## src/design/assert_macros.svh

```systemverilog
// Assertion macros shared by the design files.
`ifndef ASSERT_MACROS_SVH
`define ASSERT_MACROS_SVH

// Check that a condition implies another in the same cycle.
`define ASSERT_SAME(lbl, ante, cons) \
	lbl: assert property (@(posedge clk) disable iff (!arst_n) (ante) |-> (cons)) \
		else $error("same-cycle check failed");

// Check that a condition implies another in the next cycle.
`define ASSERT_NEXT(lbl, ante, cons) \
	lbl: assert property (@(posedge clk) disable iff (!arst_n) (ante) |=> (cons)) \
		else $error("next-cycle check failed");

`endif

```

## src/design/bmlc_pkg.sv

```systemverilog
// Shared types and constants of the button mode and level controller.
package bmlc_pkg;

	localparam int unsigned ADDR_W = 5;
	localparam int unsigned DATA_W = 32;
	localparam int unsigned VAL_W  = 8;

	// Register reset values
	localparam logic [VAL_W-1:0] SHORT_TICKS_RST    = 8'd8;
	localparam logic [VAL_W-1:0] LONG_TICKS_RST     = 8'd200;
	localparam logic [VAL_W-1:0] BLINK_TICKS_RST    = 8'd100;
	localparam logic [VAL_W-1:0] BLINK_ON_ABOVE_RST = 8'd50;
	localparam logic [VAL_W-1:0] DUTY_LOW_RST       = 8'd100;
	localparam logic [VAL_W-1:0] DUTY_MID_RST       = 8'd112;
	localparam logic [VAL_W-1:0] DUTY_HIGH_RST      = 8'd124;

	// Register indexes (word address)
	typedef enum logic [2:0] {
		REG_SHORT_TICKS    = 3'd0,
		REG_LONG_TICKS     = 3'd1,
		REG_BLINK_TICKS    = 3'd2,
		REG_BLINK_ON_ABOVE = 3'd3,
		REG_DUTY_LOW       = 3'd4,
		REG_DUTY_MID       = 3'd5,
		REG_DUTY_HIGH      = 3'd6
	} reg_idx_t;

	// Mode codes
	localparam logic [1:0] MODE_OFF  = 2'd0;
	localparam logic [1:0] MODE_LOW  = 2'd1;
	localparam logic [1:0] MODE_MID  = 2'd2;
	localparam logic [1:0] MODE_HIGH = 2'd3;

	// LED patterns
	localparam logic [2:0] LED_NONE = 3'b000;
	localparam logic [2:0] LED_1    = 3'b001;
	localparam logic [2:0] LED_2    = 3'b010;
	localparam logic [2:0] LED_3    = 3'b100;
	localparam logic [2:0] LED_ALL  = 3'b111;

	localparam logic [VAL_W-1:0] HOLD_MAX = 8'hFF;

	typedef struct packed {
		logic [VAL_W-1:0] short_ticks;
		logic [VAL_W-1:0] long_ticks;
		logic [VAL_W-1:0] blink_ticks;
		logic [VAL_W-1:0] blink_on_above;
		logic [VAL_W-1:0] duty_low;
		logic [VAL_W-1:0] duty_mid;
		logic [VAL_W-1:0] duty_high;
	} cfg_t;

	typedef struct packed {
		logic             pwm_enable;
		logic [VAL_W-1:0] duty;
		logic [2:0]       leds;
		logic             sleep_request;
		logic [1:0]       mode;
	} res_t;

endpackage

```

## src/design/button_mode_level_controller_unit.sv

```systemverilog
// Top level of the button mode and level controller.
//
//   channel  direction  handshake             payload
//   in       sink       in_valid / in_ready   key_pressed, work_select
//   out      source     out_valid / out_ready pwm_enable, duty, led1..3_on, sleep_request, mode
//   cfg      APB slave  psel/penable/pready   paddr, pwdata, prdata
//
// One tick per cycle unless the result register stalls: a beat lands in the input register,
// and as it moves on, the key/mode/blink logic runs and writes the state and the result
// register together.
// Reset clears the state and loads the register defaults; no sweep is needed.
// A stalled result register holds the input stage, which then holds in_ready low.
`include "assert_macros.svh"

module button_mode_level_controller_unit (
	input  logic                          clk,
	input  logic                          arst_n,
	input  logic                          psel,
	input  logic                          penable,
	input  logic                          pwrite,
	input  logic [bmlc_pkg::ADDR_W-1:0]   paddr,
	input  logic [bmlc_pkg::DATA_W-1:0]   pwdata,
	output logic [bmlc_pkg::DATA_W-1:0]   prdata,
	output logic                          pready,
	input  logic                          in_valid,
	output logic                          in_ready,
	input  logic                          key_pressed,
	input  logic                          work_select,
	output logic                          out_valid,
	input  logic                          out_ready,
	output logic                          pwm_enable,
	output logic [bmlc_pkg::VAL_W-1:0]    duty,
	output logic                          led1_on,
	output logic                          led2_on,
	output logic                          led3_on,
	output logic                          sleep_request,
	output logic [1:0]                    mode
);

	bmlc_pkg::cfg_t cfg;
	bmlc_pkg::res_t res;
	bmlc_pkg::res_t res_s2;
	logic           valid_s1;
	logic           key_s1;
	logic           work_s1;
	logic           valid_s2;
	logic           adv;

	assign pready = 1'b1;

	bmlc_cfg_regs u_cfg (
		.clk     (clk),
		.arst_n  (arst_n),
		.psel    (psel),
		.penable (penable),
		.pwrite  (pwrite),
		.paddr   (paddr),
		.pwdata  (pwdata),
		.prdata  (prdata),
		.cfg     (cfg)
	);

	// Move a tick out of the input stage when the result register is free
	assign adv      = valid_s1 && (!valid_s2 || out_ready);
	assign in_ready = !valid_s1 || adv;

	// Input stage valid
	always_ff @(posedge clk or negedge arst_n) begin
		if (!arst_n)
			valid_s1 <= 1'b0;
		else if (in_ready)
			valid_s1 <= in_valid;
	end

	// Input stage payload
	always_ff @(posedge clk) begin
		if (in_valid && in_ready) begin
			key_s1  <= key_pressed;
			work_s1 <= work_select;
		end
	end

	bmlc_core u_core (
		.clk         (clk),
		.arst_n      (arst_n),
		.step        (adv),
		.key_pressed (key_s1),
		.work_select (work_s1),
		.cfg         (cfg),
		.res         (res)
	);

	// Result register valid
	always_ff @(posedge clk or negedge arst_n) begin
		if (!arst_n)
			valid_s2 <= 1'b0;
		else if (adv)
			valid_s2 <= 1'b1;
		else if (out_ready)
			valid_s2 <= 1'b0;
	end

	// Result register payload
	always_ff @(posedge clk) begin
		if (adv)
			res_s2 <= res;
	end

	assign out_valid     = valid_s2;
	assign pwm_enable    = res_s2.pwm_enable;
	assign duty          = res_s2.duty;
	assign led1_on       = res_s2.leds[0];
	assign led2_on       = res_s2.leds[1];
	assign led3_on       = res_s2.leds[2];
	assign sleep_request = res_s2.sleep_request;
	assign mode          = res_s2.mode;

	// A sleep request leaves the mode off and every LED dark
	`ASSERT_SAME(a_sleep_dark, out_valid && sleep_request, (mode == bmlc_pkg::MODE_OFF) && !pwm_enable && !led1_on && !led2_on && !led3_on)
	// PWM runs exactly when a level is selected
	`ASSERT_SAME(a_pwm_mode, out_valid, pwm_enable == (mode != bmlc_pkg::MODE_OFF))
	// LEDs show one level, all on, or none
	`ASSERT_SAME(a_led_pattern, out_valid, $onehot0({led3_on, led2_on, led1_on}) || (led1_on && led2_on && led3_on))
	// An accepted beat is in the input stage next cycle
	`ASSERT_NEXT(a_in_taken, in_valid && in_ready, valid_s1)

endmodule

```

## src/design/bmlc_cfg_regs.sv

```systemverilog
// APB register file holding the controller thresholds and duty levels.
module bmlc_cfg_regs (
	input  logic                          clk,
	input  logic                          arst_n,
	input  logic                          psel,
	input  logic                          penable,
	input  logic                          pwrite,
	input  logic [bmlc_pkg::ADDR_W-1:0]   paddr,
	input  logic [bmlc_pkg::DATA_W-1:0]   pwdata,
	output logic [bmlc_pkg::DATA_W-1:0]   prdata,
	output bmlc_pkg::cfg_t                cfg
);

	bmlc_pkg::cfg_t             cfg_q;
	bmlc_pkg::reg_idx_t         idx;
	logic                       wr_en;
	logic [bmlc_pkg::VAL_W-1:0] wval;
	logic [bmlc_pkg::VAL_W-1:0] rval;

	assign idx   = bmlc_pkg::reg_idx_t'(paddr[bmlc_pkg::ADDR_W-1:2]);
	assign wr_en = psel && penable && pwrite;
	assign wval  = pwdata[bmlc_pkg::VAL_W-1:0];

	// Write the addressed register on the access beat
	always_ff @(posedge clk or negedge arst_n) begin
		if (!arst_n) begin
			cfg_q.short_ticks    <= bmlc_pkg::SHORT_TICKS_RST;
			cfg_q.long_ticks     <= bmlc_pkg::LONG_TICKS_RST;
			cfg_q.blink_ticks    <= bmlc_pkg::BLINK_TICKS_RST;
			cfg_q.blink_on_above <= bmlc_pkg::BLINK_ON_ABOVE_RST;
			cfg_q.duty_low       <= bmlc_pkg::DUTY_LOW_RST;
			cfg_q.duty_mid       <= bmlc_pkg::DUTY_MID_RST;
			cfg_q.duty_high      <= bmlc_pkg::DUTY_HIGH_RST;
		end else if (wr_en) begin
			unique case (idx)
				bmlc_pkg::REG_SHORT_TICKS:    cfg_q.short_ticks    <= wval;
				bmlc_pkg::REG_LONG_TICKS:     cfg_q.long_ticks     <= wval;
				bmlc_pkg::REG_BLINK_TICKS:    cfg_q.blink_ticks    <= wval;
				bmlc_pkg::REG_BLINK_ON_ABOVE: cfg_q.blink_on_above <= wval;
				bmlc_pkg::REG_DUTY_LOW:       cfg_q.duty_low       <= wval;
				bmlc_pkg::REG_DUTY_MID:       cfg_q.duty_mid       <= wval;
				bmlc_pkg::REG_DUTY_HIGH:      cfg_q.duty_high      <= wval;
				default: ;
			endcase
		end
	end

	// Read mux
	always_comb begin
		unique case (idx)
			bmlc_pkg::REG_SHORT_TICKS:    rval = cfg_q.short_ticks;
			bmlc_pkg::REG_LONG_TICKS:     rval = cfg_q.long_ticks;
			bmlc_pkg::REG_BLINK_TICKS:    rval = cfg_q.blink_ticks;
			bmlc_pkg::REG_BLINK_ON_ABOVE: rval = cfg_q.blink_on_above;
			bmlc_pkg::REG_DUTY_LOW:       rval = cfg_q.duty_low;
			bmlc_pkg::REG_DUTY_MID:       rval = cfg_q.duty_mid;
			bmlc_pkg::REG_DUTY_HIGH:      rval = cfg_q.duty_high;
			default:                      rval = '0;
		endcase
	end

	assign prdata = {{(bmlc_pkg::DATA_W-bmlc_pkg::VAL_W){1'b0}}, rval};
	assign cfg    = cfg_q;

endmodule

```

## src/design/bmlc_core.sv

```systemverilog
// Per-tick key, mode, duty and blink logic with its state registers.
module bmlc_core (
	input  logic           clk,
	input  logic           arst_n,
	input  logic           step,
	input  logic           key_pressed,
	input  logic           work_select,
	input  bmlc_pkg::cfg_t cfg,
	output bmlc_pkg::res_t res
);

	logic [1:0]                 mode_q;
	logic [bmlc_pkg::VAL_W-1:0] hold_q;
	logic                       latch_q;
	logic [bmlc_pkg::VAL_W-1:0] blink_q;
	logic [bmlc_pkg::VAL_W-1:0] duty_q;
	logic [2:0]                 led_q;

	logic [1:0]                 mode_d;
	logic [bmlc_pkg::VAL_W-1:0] hold_d;
	logic                       latch_d;
	logic [bmlc_pkg::VAL_W-1:0] blink_d;
	logic [bmlc_pkg::VAL_W-1:0] duty_d;
	logic [2:0]                 led_d;
	logic                       sleep_d;

	// Next state for one tick
	always_comb begin
		logic [bmlc_pkg::VAL_W-1:0] hold_inc;
		logic                       ev_short;
		logic                       ev_long;

		mode_d   = mode_q;
		hold_d   = hold_q;
		latch_d  = latch_q;
		blink_d  = blink_q;
		duty_d   = duty_q;
		led_d    = led_q;
		sleep_d  = 1'b0;
		ev_short = 1'b0;
		ev_long  = 1'b0;
		hold_inc = (hold_q == bmlc_pkg::HOLD_MAX) ? hold_q : hold_q + 8'd1;

		// Key: count held ticks, report long press once, short press on release
		if (key_pressed) begin
			hold_d = hold_inc;
			if (hold_inc >= cfg.long_ticks) begin
				hold_d = cfg.long_ticks;
				if (!latch_q) begin
					latch_d = 1'b1;
					ev_long = 1'b1;
				end
			end
		end else begin
			hold_d = '0;
			if (hold_q >= cfg.long_ticks)
				latch_d = 1'b0;
			else if (hold_q >= cfg.short_ticks)
				ev_short = 1'b1;
		end

		// Mode step
		if (ev_short) begin
			if (mode_q == bmlc_pkg::MODE_OFF)
				blink_d = cfg.blink_ticks;
			mode_d = (mode_q == bmlc_pkg::MODE_HIGH) ? bmlc_pkg::MODE_LOW : mode_q + 2'd1;
		end else if (ev_long) begin
			mode_d  = bmlc_pkg::MODE_OFF;
			blink_d = cfg.blink_ticks;
		end

		// Work: duty and level LED; charge: keep the blink going
		if (work_select) begin
			case (mode_d)
				bmlc_pkg::MODE_OFF: begin
					duty_d = cfg.duty_low;
					if (hold_d == '0 && blink_d == '0) begin
						led_d   = bmlc_pkg::LED_NONE;
						sleep_d = 1'b1;
					end
				end
				bmlc_pkg::MODE_LOW: begin
					duty_d = cfg.duty_low;
					if (blink_d == '0) led_d = bmlc_pkg::LED_1;
				end
				bmlc_pkg::MODE_MID: begin
					duty_d = cfg.duty_mid;
					if (blink_d == '0) led_d = bmlc_pkg::LED_2;
				end
				default: begin
					duty_d = cfg.duty_high;
					if (blink_d == '0) led_d = bmlc_pkg::LED_3;
				end
			endcase
		end else if (blink_d == '0) begin
			blink_d = cfg.blink_ticks;
		end

		// Blink countdown drives all LEDs
		if (blink_d != '0) begin
			blink_d = blink_d - 8'd1;
			led_d   = (blink_d > cfg.blink_on_above) ? bmlc_pkg::LED_ALL : bmlc_pkg::LED_NONE;
		end
	end

	// Advance state on each tick
	always_ff @(posedge clk or negedge arst_n) begin
		if (!arst_n) begin
			mode_q  <= bmlc_pkg::MODE_OFF;
			hold_q  <= '0;
			latch_q <= 1'b0;
			blink_q <= '0;
			duty_q  <= bmlc_pkg::DUTY_LOW_RST;
			led_q   <= bmlc_pkg::LED_ALL;
		end else if (step) begin
			mode_q  <= mode_d;
			hold_q  <= hold_d;
			latch_q <= latch_d;
			blink_q <= blink_d;
			duty_q  <= duty_d;
			led_q   <= led_d;
		end
	end

	assign res.pwm_enable    = (mode_d != bmlc_pkg::MODE_OFF);
	assign res.duty          = duty_d;
	assign res.leds          = led_d;
	assign res.sleep_request = sleep_d;
	assign res.mode          = mode_d;

endmodule

```

## config.mk

```make
export PLATFORM = sky130hd
export DESIGN_NAME = button_mode_level_controller_unit
export DESIGN_NICKNAME = d
export VERILOG_FILES = /design/src/design/bmlc_pkg.sv /design/src/design/button_mode_level_controller_unit.sv /design/src/design/bmlc_cfg_regs.sv /design/src/design/bmlc_core.sv
export VERILOG_INCLUDE_DIRS = /design/src /design/src/design
export SDC_FILE = /design/constraint.sdc
export NUM_CORES = 1
export LEC_CHECK = 0
export BUFFER_PORTS_ARGS = -buffer_cell sky130_fd_sc_hd__clkbuf_2
export CAP_MARGIN = 20
export CORE_ASPECT_RATIO = 1.1
export CORE_MARGIN = 10
export CORE_UTILIZATION = 63
export CTS_CLUSTER_SIZE = 14
export DETAILED_ROUTE_END_ITERATION = 12
export PLACE_DENSITY = 0.87
export SLEW_MARGIN = 20
export SYNTH_ARGS = -nofsm -noshare
export SYNTH_HDL_FRONTEND = slang
export SYNTH_SLANG_ARGS = --single-unit
```

## constraint.sdc

```tcl
create_clock -name clk -period 9.35 [get_ports clk]
set_input_delay 1.87 -clock clk [delete_from_list [all_inputs] [get_ports clk]]
set_output_delay 1.87 -clock clk [all_outputs]
set_load 0.05 [all_outputs]
```

==> results of run 1 <==
-- layout by cell type (no fill, tap or decap), types with 11 or more instances in the layout --
cell / synthesis / routed
clkbuf_2: 0 / 43
conb_1: 2 / 25
o21ai_0: 46 / 46
dfrtp_1: 61 / 61
mux2_2: 45 / 45
ha_1: 37 / 37
inv_1: 31 / 31
dfstp_2: 27 / 27
clkbuf_16: 0 / 11
nand2_1: 65 / 65
nor2b_1: 11 / 11
edfxtp_1: 17 / 17
a21oi_1: 40 / 40
nor2_1: 68 / 68
mux2i_1: 21 / 21
nand3_1: 11 / 11
a22o_1: 22 / 22
-- power breakdown --
group | switching, mW | internal [mW] | leakage [nW] | total (mW)
Clock | 0.164 | 0.213 | 0.147 | 0.377
Sequential | 0.107 | 0.623 | 1.22 | 0.729
Combinational | 0.525 | 0.324 | 1.86 | 0.849
Total | 0.796 | 1.16 | 3.22 | 1.96
-- layout make-up --
class	instances	area share, %
clock buffers	14	4.04
multi-input cells	510	49.1
inverters	32	1.69
repair buffers	50	3.78
well taps	143	2.52
flip-flops and latches	105	38.7
clock inverters	2	0.141
-- registers in the layout (all words and copies together) (netlist names), 2 cells and up --
name	cells
u_core.mode_q	2
u_core.led_q	3
u_core.duty_q	8
u_core.hold_q	8
u_core.blink_q	8
duty	8
mode	2
u_cfg.cfg	56
-- worst paths after layout --
kind / cells past startpoint / slack, ns / endpoint / startpoint
max: 25 / 2.09 / led2_on$_DFFE_PP_ / u_core.hold_q[1]$_DFFE_PN0P_
min: 1 / 0.51 / out_valid$_DFFE_PN0P_ / valid_s1$_DFFE_PN0N_
max reg2reg: 25 / 2.09 / led2_on$_DFFE_PP_ / u_core.hold_q[1]$_DFFE_PN0P_
min reg2reg: 1 / 0.51 / out_valid$_DFFE_PN0P_ / valid_s1$_DFFE_PN0N_
max in group asynchronous: 2 / 6.79 / u_cfg.cfg[7]$_DFFE_PN0P_ / arst_n
min in group asynchronous: 1 / 1.40 / u_core.hold_q[2]$_DFFE_PN0P_ / arst_n
-- per-layer routing --
metal / vias to the layer above / GRT usage, %
met2: 303 / 35.8
met3: 59 / 4.71
li1: 2454 / -
met4: 0 / 9.43
met5: - / 0
met1: 2599 / 28.3
-- through the flow --
step / std cells / power (mW)
finish: 856 / 1.96
global route: 856 / 2.06
CTS: 856 / 1.94
detailed placement: 840 / 1.56
global placement: 840 / 1.51
floorplan: 703 / 1.35
-- logic make-up after synthesis --
kind of cell,count (synthesis),synth area share (%)
xor+xnor,7,0.932
other cells,2,0.114
fa+ha+maj,37,7.04
buf+inv,88,6.62
compound gates,161,15.8
simple gates,208,14.9
flops,105,41.8
mux,72,12.8
==> flow_summary.toml, run 1 <==
[yosys]
synth_enable_flop_cells = 17
synth_warnings = 0
yosysUniqueCellTypes = 63
synth.top_cell.area_share_pct = 23.2
avgSynthCellArea_um2 = 9.67
ys.flop_type = "dfrtp_1"
synth_area_mm2 = 0.00658
synth_seq_cells = 105
yosys.cell_count.top_type = "nor2_1"
netlist_top_cells_count = "nor2_1, nand2_1, dfrtp_1"
synth_seq_area_share_pct = 41.8
yosys.area.top_type = "dfrtp_1"
ys_top_cells_by_area = "dfrtp_1, dfstp_2, edfxtp_1, mux2_2, ha_1"
async_flop_share_pct = 83.8
netlist_instances = 680

[pwr]
ir_worst_vdd_v = 0.000159
p_leak_nw = 3.22
powerDensity_mw_per_mm2 = 276

[sta]
slew_headroom_pct = 37.2
period_share_pct = 77.7
worst_pin_slew_ns = 0.942
fin_ws_ns = 2.09
timing.hold.ws_ns = 0.507
fmax_mhz = 138
finalSetupViolations = 0
hold_violations = 0
rsz0062_at_grt = "false"
min_period_ns = 7.26
slew_violations = 0
finClkSkew_ns = 0.00788
fin_tns_setup_ns = 0

[floorplanning]
ios = 96
core-area_mm2 = 0.0103
dieArea_mm2 = 0.0149
row_count = 39
start_util_pct = 63.9
fp.dieH_um = 127
die_w_um = 117

[detailed_routing]
vias = 5415
wl_met2_um = 7790
viasPerCell = 6.33
wl_met1_um = 7000
dr.pass1.iters = 7
drtIter0Drc = 566
wl_per_cell_um = 19.8
top_layer = "met4"
met3_length_um = 1630
routed_wl_um = 16900
drc = 0
final_antenna_net_count = 0

[critical_path]
path_max_fanout = 27
crit_path_frequent_cell = "ha_1"
cp_top_family = "compound AO/OA/AOI/OAI gates"
critPathKind = "flip-flop to flip-flop"
cpPeakStageDelay_ns = 0.80
start_kind = "flip-flop"
worstSetupEndpointType = "flip-flop"
critPathRequiredTime_ns = 9.44
worst-path-buf-inv = 2
arrival_ns = 7.35
slowest_stage = "o22a_1"

[min_path]
hold_class = "flip-flop to flip-flop"

[cts]
htree_levels = 3
cts_tree = "done"
clkSlewWorstSetupHoldPaths_ns = 0.07
holdBufCountCts = 0
ctsResizeCount = 0
clk_path_buf_depth = 2
post_cts_buffers = 0
clock_latency_ns = 0.35
cts_made_buffers = 9
cts-root-buf = "clkbuf_16"
clock_sinks = 105

[finish]
fin_util_pct = 68.9
fillers = 755
final_area_mm2 = 0.00709
antenna_cells = 0
multi_input_area_mm2 = 0.00348
areaGrowthSynthToFinish_pct = 7.82
layout.nets = 791
regArea_mm2 = 0.00275
drive_gt1_share_pct = 20.8

[placement]
dp_hpwl_um = 12300
gp_congestion = 0.904
io_buffers = 44
dp_slack_ns = 2.25
place_area_mm2 = 0.00680

[grt]
antenna_found_initial = 0
grt_overflow_total = 0
grt_pass1_vias = 5331
grt_pass1_wl_um = 27100
grt_usage_pct = 22.1
grt_start_max_net_pins = 70

[job]
maxCapViolations = 0

[run_status]
status = "complete, no violations"
Power figures use the tool's default switching activity.
==> run 2, diff against run 1 <==
--- a/config.mk
+++ b/config.mk
@@ -10,10 +10,10 @@
 export CAP_MARGIN = 20
 export CORE_ASPECT_RATIO = 1.1
 export CORE_MARGIN = 10
-export CORE_UTILIZATION = 63
+export CORE_UTILIZATION = 58
 export CTS_CLUSTER_SIZE = 14
 export DETAILED_ROUTE_END_ITERATION = 12
-export PLACE_DENSITY = 0.87
+export PLACE_DENSITY = 0.81
 export SLEW_MARGIN = 20
 export SYNTH_ARGS = -nofsm -noshare
 export SYNTH_HDL_FRONTEND = slang
==> constraint.sdc (replaced) <==
create_clock -name clk -period 7.18 [get_ports clk]
set_input_delay 1.436 -clock clk [delete_from_list [all_inputs] [get_ports clk]]
set_output_delay 1.436 -clock clk [all_outputs]
set_load 0.05 [all_outputs]
==> flow_summary.toml, run 2 (same netlist as run 1, synthesis figures left out) <==
[run_status]
status = "complete, no violations"

[detailed_routing]
vias = 5319
drtIter0Drc = 633
drc = 0
dr.pass1.iters = 6
routed_wl_um = 17200
final_antenna_net_count = 0
viasPerCell = 6.18
wl_per_cell_um = 20.0

[finish]
mostFrequentLayoutCells = "nor2_1, nand2_1, dfrtp_1"
final_area_mm2 = 0.00713
largest_reg_flops = 56
areaGrowthSynthToFinish_pct = 8.33
regArea_mm2 = 0.00275
layout_commonest_cell = "nor2_1"
drive_gt1_share_pct = 21.3
fillers = 896
multi_input_area_mm2 = 0.00349
antenna_cells = 0
layout.nets = 791

[floorplanning]
core-area_mm2 = 0.0110
start_util_pct = 59.7
dieArea_mm2 = 0.0160
row_count = 40
die_w_um = 122
fp.dieH_um = 132
ios = 96

[critical_path]
rr_endpoint = "led1_on$_DFFE_PP_"
worst-path-buf-inv = 2
worstReg2RegStart = "u_core.hold_q[1]$_DFFE_PN0P_"
critPathKind = "flip-flop to flip-flop"
rr_worst_depth = 25
cpPeakStageDelay_ns = 0.47
worstSetupEndpointType = "flip-flop"
start_kind = "flip-flop"
slowest_stage = "dfrtp_1"
cp_top_family = "compound AO/OA/AOI/OAI gates"
ff2ff_setup_slack_ns = 0.65
path_max_fanout = 27
critPathRequiredTime_ns = 7.28
arrival_ns = 6.63
crit_path_frequent_cell = "ha_1"

[placement]
dp_slack_ns = 0.823
gp_congestion = 0.902
place_area_mm2 = 0.00680
io_buffers = 44
dp_hpwl_um = 12700

[pwr]
powerDensity_mw_per_mm2 = 358
ir_worst_vdd_v = 0.000220
power_mw = 2.55
p_leak_nw = 3.22

[cts]
clkSlewWorstSetupHoldPaths_ns = 0.07
clock_latency_ns = 0.35
cts_tree = "done"
clk_path_buf_depth = 2
htree_levels = 3
ctsResizeCount = 0
cts_made_buffers = 9
cts-root-buf = "clkbuf_16"
clock_sinks = 105
holdBufCountCts = 0
post_cts_buffers = 0

[sta]
rsz0062_at_grt = "false"
fin_tns_setup_ns = 0
period_share_pct = 91.0
finClkSkew_ns = 0.0113
slew_violations = 0
fmax_mhz = 153
hold_violations = 0
finalSetupViolations = 0
min_period_ns = 6.53
slew_headroom_pct = 35.9
worst_pin_slew_ns = 0.959
fin_ws_ns = 0.647

[job]
maxCapViolations = 0

[grt]
grt_pass1_vias = 5015
grt_overflow_total = 0
grt_usage_pct = 21.1
grt_pass1_wl_um = 27000
antenna_found_initial = 0
grt_start_max_net_pins = 71

[min_path]
hp-start = "valid_s1$_DFFE_PN0N_"
hold_class = "flip-flop to flip-flop"
holdPathEnd = "out_valid$_DFFE_PN0P_"
holdPathStages = 1
==> run 2: cell count changes in the layout (fill, tap and decap cells not counted), sizes merged <==
cell      previous run  this run
clkbuf              57        53
clkinv               3         5
clkinvlp             0         1
inv                 31        32
==> run 2: worst max-delay path by stage <==
| stage | from | to | slack (ns) | cells past startpoint |
|---|---|---|---|---|
| after floorplan | u_core.hold_q[3]$_DFFE_PN0P_ | led2_on$_DFFE_PP_ | 1.57 | 26 |
| after global placement | u_core.hold_q[1]$_DFFE_PN0P_ | led1_on$_DFFE_PP_ | 1.05 | 25 |
| after detailed placement | u_core.hold_q[1]$_DFFE_PN0P_ | led1_on$_DFFE_PP_ | 0.82 | 25 |
| after CTS | u_core.hold_q[1]$_DFFE_PN0P_ | led1_on$_DFFE_PP_ | 0.78 | 25 |
| after global routing | u_core.hold_q[1]$_DFFE_PN0P_ | led1_on$_DFFE_PP_ | 0.26 | 25 |
| final | u_core.hold_q[1]$_DFFE_PN0P_ | led1_on$_DFFE_PP_ | 0.65 | 25 |
==> run 2: worst reg2reg max path, cell delays in order, from the launching register on <==
cell and delay, ns:
dfrtp_1 0.47, ha_1 0.24, and2_1 0.26, nand3_1 0.25, xnor2_1 0.24, ha_1 0.25, nand2b_1 0.14, a2111o_1 0.44
a221oi_2 0.31, o22a_1 0.19, buf_4 0.27, nand2_1 0.29, a22oi_1 0.42, ha_1 0.37, inv_1 0.10, or3_1 0.33
a21oi_1 0.17, a311o_1 0.14, nand3_1 0.15, ha_1 0.35, and3_1 0.21, o21ai_0 0.07, a21oi_1 0.09, o22a_1 0.23
nor2_2 0.21, a21oi_1 0.07
==> run 2: layout make-up <==
cell class / count / share of cell area (%)
Clock inverter: 6 / 0.878
Multi-Input combinational cell: 510 / 49.0
Timing Repair Buffer: 50 / 3.76
Sequential cell: 105 / 38.5
Clock buffer: 10 / 3.51
Tap cell: 147 / 2.58
Inverter: 32 / 1.69
==> run 2: power breakdown <==
part | internal, mW | leakage (nW) | switching [mW]
combinational | 0.420 | 1.86 | 0.682
clock | 0.264 | 0.150 | 0.241
sequential | 0.810 | 1.22 | 0.137
total | 1.49 | 3.22 | 1.06
==> run 2: routing by layer <==
metal | vias up | global-route usage, % | wire length [um]
met2 | 274 | 31.8 | 8060
li1 | 2455 | - | -
met1 | 2563 | 29.2 | 7160
met5 | - | 0 | 0
met3 | 27 | 4.76 | 1580
met4 | 0 | 6.63 | 367
==> run 2: per-stage QoR <==
stage          utilization [%]  cells  hold slack, ns
6_report                  64.7    860           0.508
5_1_grt                   64.7    860           0.526
4_1_cts                   64.6    860           0.513
3_5_place_dp              61.8    844           0.493
3_3_place_gp              61.8    844           0.474
2_1_floorplan                -    703           0.457
==> run 3, diff against run 2 <==
--- a/config.mk
+++ b/config.mk
@@ -10,10 +10,10 @@
 export CAP_MARGIN = 20
 export CORE_ASPECT_RATIO = 1.1
 export CORE_MARGIN = 10
-export CORE_UTILIZATION = 58
+export CORE_UTILIZATION = 63
 export CTS_CLUSTER_SIZE = 14
 export DETAILED_ROUTE_END_ITERATION = 12
-export PLACE_DENSITY = 0.81
+export PLACE_DENSITY = 0.87
 export SLEW_MARGIN = 20
 export SYNTH_ARGS = -nofsm -noshare
 export SYNTH_HDL_FRONTEND = slang
==> constraint.sdc (replaced) <==
create_clock -name clk -period 7.56 [get_ports clk]
set_input_delay 1.512 -clock clk [delete_from_list [all_inputs] [get_ports clk]]
set_output_delay 1.512 -clock clk [all_outputs]
set_load 0.05 [all_outputs]
==> flow_summary.toml, run 3 (same netlist as run 1, synthesis figures left out) <==
[sta]
min_period_ns = 6.59
finClkSkew_ns = 0.00835
period_share_pct = 87.1
timing.hold.ws_ns = 0.508
fmax_mhz = 152
finalSetupViolations = 0
rsz0062_at_grt = "false"
worst_pin_slew_ns = 0.924
fin_tns_setup_ns = 0
hold_violations = 0
fin_ws_ns = 0.975
slew_violations = 0
slew_headroom_pct = 38.2

[grt]
grt_pass1_wl_um = 26300
grt_pass1_vias = 5101
antenna_found_initial = 0
grt_overflow_total = 0
grt_start_max_net_pins = 67
grt_usage_pct = 21.3

[detailed_routing]
final_antenna_net_count = 0
dr.pass1.iters = 5
drc = 0
viasPerCell = 6.30
vias = 5398
wl_per_cell_um = 18.9
drtIter0Drc = 525
routed_wl_um = 16200

[finish]
mostFrequentLayoutCells = "nor2_1, nand2_1, dfrtp_1"
drive_gt1_share_pct = 21.0
final_area_mm2 = 0.00710
layout_commonest_cell = "nor2_1"
antenna_cells = 0
largest_reg_flops = 56
areaGrowthSynthToFinish_pct = 7.89
layout.nets = 792

[critical_path]
worstReg2RegStart = "u_core.hold_q[1]$_DFFE_PN0P_"
critPathKind = "flip-flop to flip-flop"
worstSetupEndpointType = "flip-flop"
worst-path-buf-inv = 2
path_max_fanout = 27
startpoint = "u_core.hold_q[1]$_DFFE_PN0P_"
cp_top_family = "compound AO/OA/AOI/OAI gates"
start_kind = "flip-flop"
arrival_ns = 6.68
cpPeakStageDelay_ns = 0.47
crit_path_frequent_cell = "ha_1"
slowest_stage = "dfrtp_1"
critPathRequiredTime_ns = 7.65

[cts]
ctsResizeCount = 0
cts_tree = "done"
cts_made_buffers = 9
post_cts_buffers = 0
clock_sinks = 105
clock_latency_ns = 0.35
holdBufCountCts = 0
clkSlewWorstSetupHoldPaths_ns = 0.07
clk_path_buf_depth = 2
cts-root-buf = "clkbuf_16"
htree_levels = 3

[placement]
gp_congestion = 0.905
place_area_mm2 = 0.00680
io_buffers = 44
dp_slack_ns = 1.28
dp_hpwl_um = 12100

[run_status]
status = "complete, no violations"

[job]
maxCapViolations = 0

[floorplanning]
die_w_um = 117
fp.dieH_um = 127
core-area_mm2 = 0.0103
start_util_pct = 63.9
ios = 96
dieArea_mm2 = 0.0149
row_count = 39

[min_path]
hold_class = "flip-flop to flip-flop"
hp-start = "valid_s1$_DFFE_PN0N_"

[pwr]
ir_worst_vdd_v = 0.000190
p_leak_nw = 3.23
powerDensity_mw_per_mm2 = 340
## run 3: final timing paths
kind,end,slack [ns],cells after the start
hold / removal,out_valid$_DFFE_PN0P_,0.51,1
max in group asynchronous,u_core.blink_q[7]$_DFFE_PN0P_,5.38,2
hold reg to reg,out_valid$_DFFE_PN0P_,0.51,1
min in group asynchronous,u_core.hold_q[2]$_DFFE_PN0P_,1.05,1
setup / recovery,led1_on$_DFFE_PP_,0.97,25
setup reg to reg,led1_on$_DFFE_PP_,0.97,25
## run 3: metal layers
metal	vias up	global-route usage [%]	share of wire (%)
met3	30	5.59	9.9
li1	2467	-	-
met2	286	33.7	46
met5	-	0	0
met4	0	6.93	2.0
met1	2615	28.0	42
## run 3: area by class of cell
| type | count | area (um2) |
|---|---|---|
| Inverter | 32 | 120 |
| Clock buffer | 10 | 229 |
| Fill cell | 784 | 3200 |
| Timing Repair Buffer | 51 | 275 |
| Tap cell | 143 | 179 |
| Clock inverter | 6 | 65.1 |
| Multi-Input combinational cell | 510 | 3480 |
| Sequential cell | 105 | 2750 |
## run 3: worst register-to-register path, cell delays in order (launching register included)
cell and delay [ns]:
dfrtp_1 0.47, ha_1 0.23, and2_1 0.28, nand3_1 0.21
xnor2_1 0.19, ha_1 0.27, nand2b_1 0.15, a2111o_1 0.45
a221oi_2 0.36, o22a_1 0.19, buf_4 0.28, nand2_1 0.30
a22oi_1 0.42, ha_1 0.39, inv_1 0.10, or3_1 0.34
a22o_1 0.20, nand3_1 0.09, nand3_1 0.15, ha_1 0.34
and3_1 0.20, o21ai_0 0.08, a21oi_1 0.09, o22a_1 0.25
nor2_2 0.23, a21oi_1 0.07
## run 3: where the power goes
group | total, mW | internal, mW | switching [mW]
registers | 0.903 | 0.770 | 0.133
clock network | 0.472 | 0.259 | 0.213
logic | 1.03 | 0.400 | 0.634
total | 2.41 | 1.43 | 0.981
## run 3: stage by stage
stage / total power [mW] / utilization, % / std cells
floorplan: 1.66 / - / 703
global placement: 1.86 / 66.1 / 841
finish: 2.41 / 68.9 / 857
CTS: 2.41 / 68.9 / 857
detailed placement: 1.92 / 66.1 / 841
global route: 2.56 / 68.9 / 857
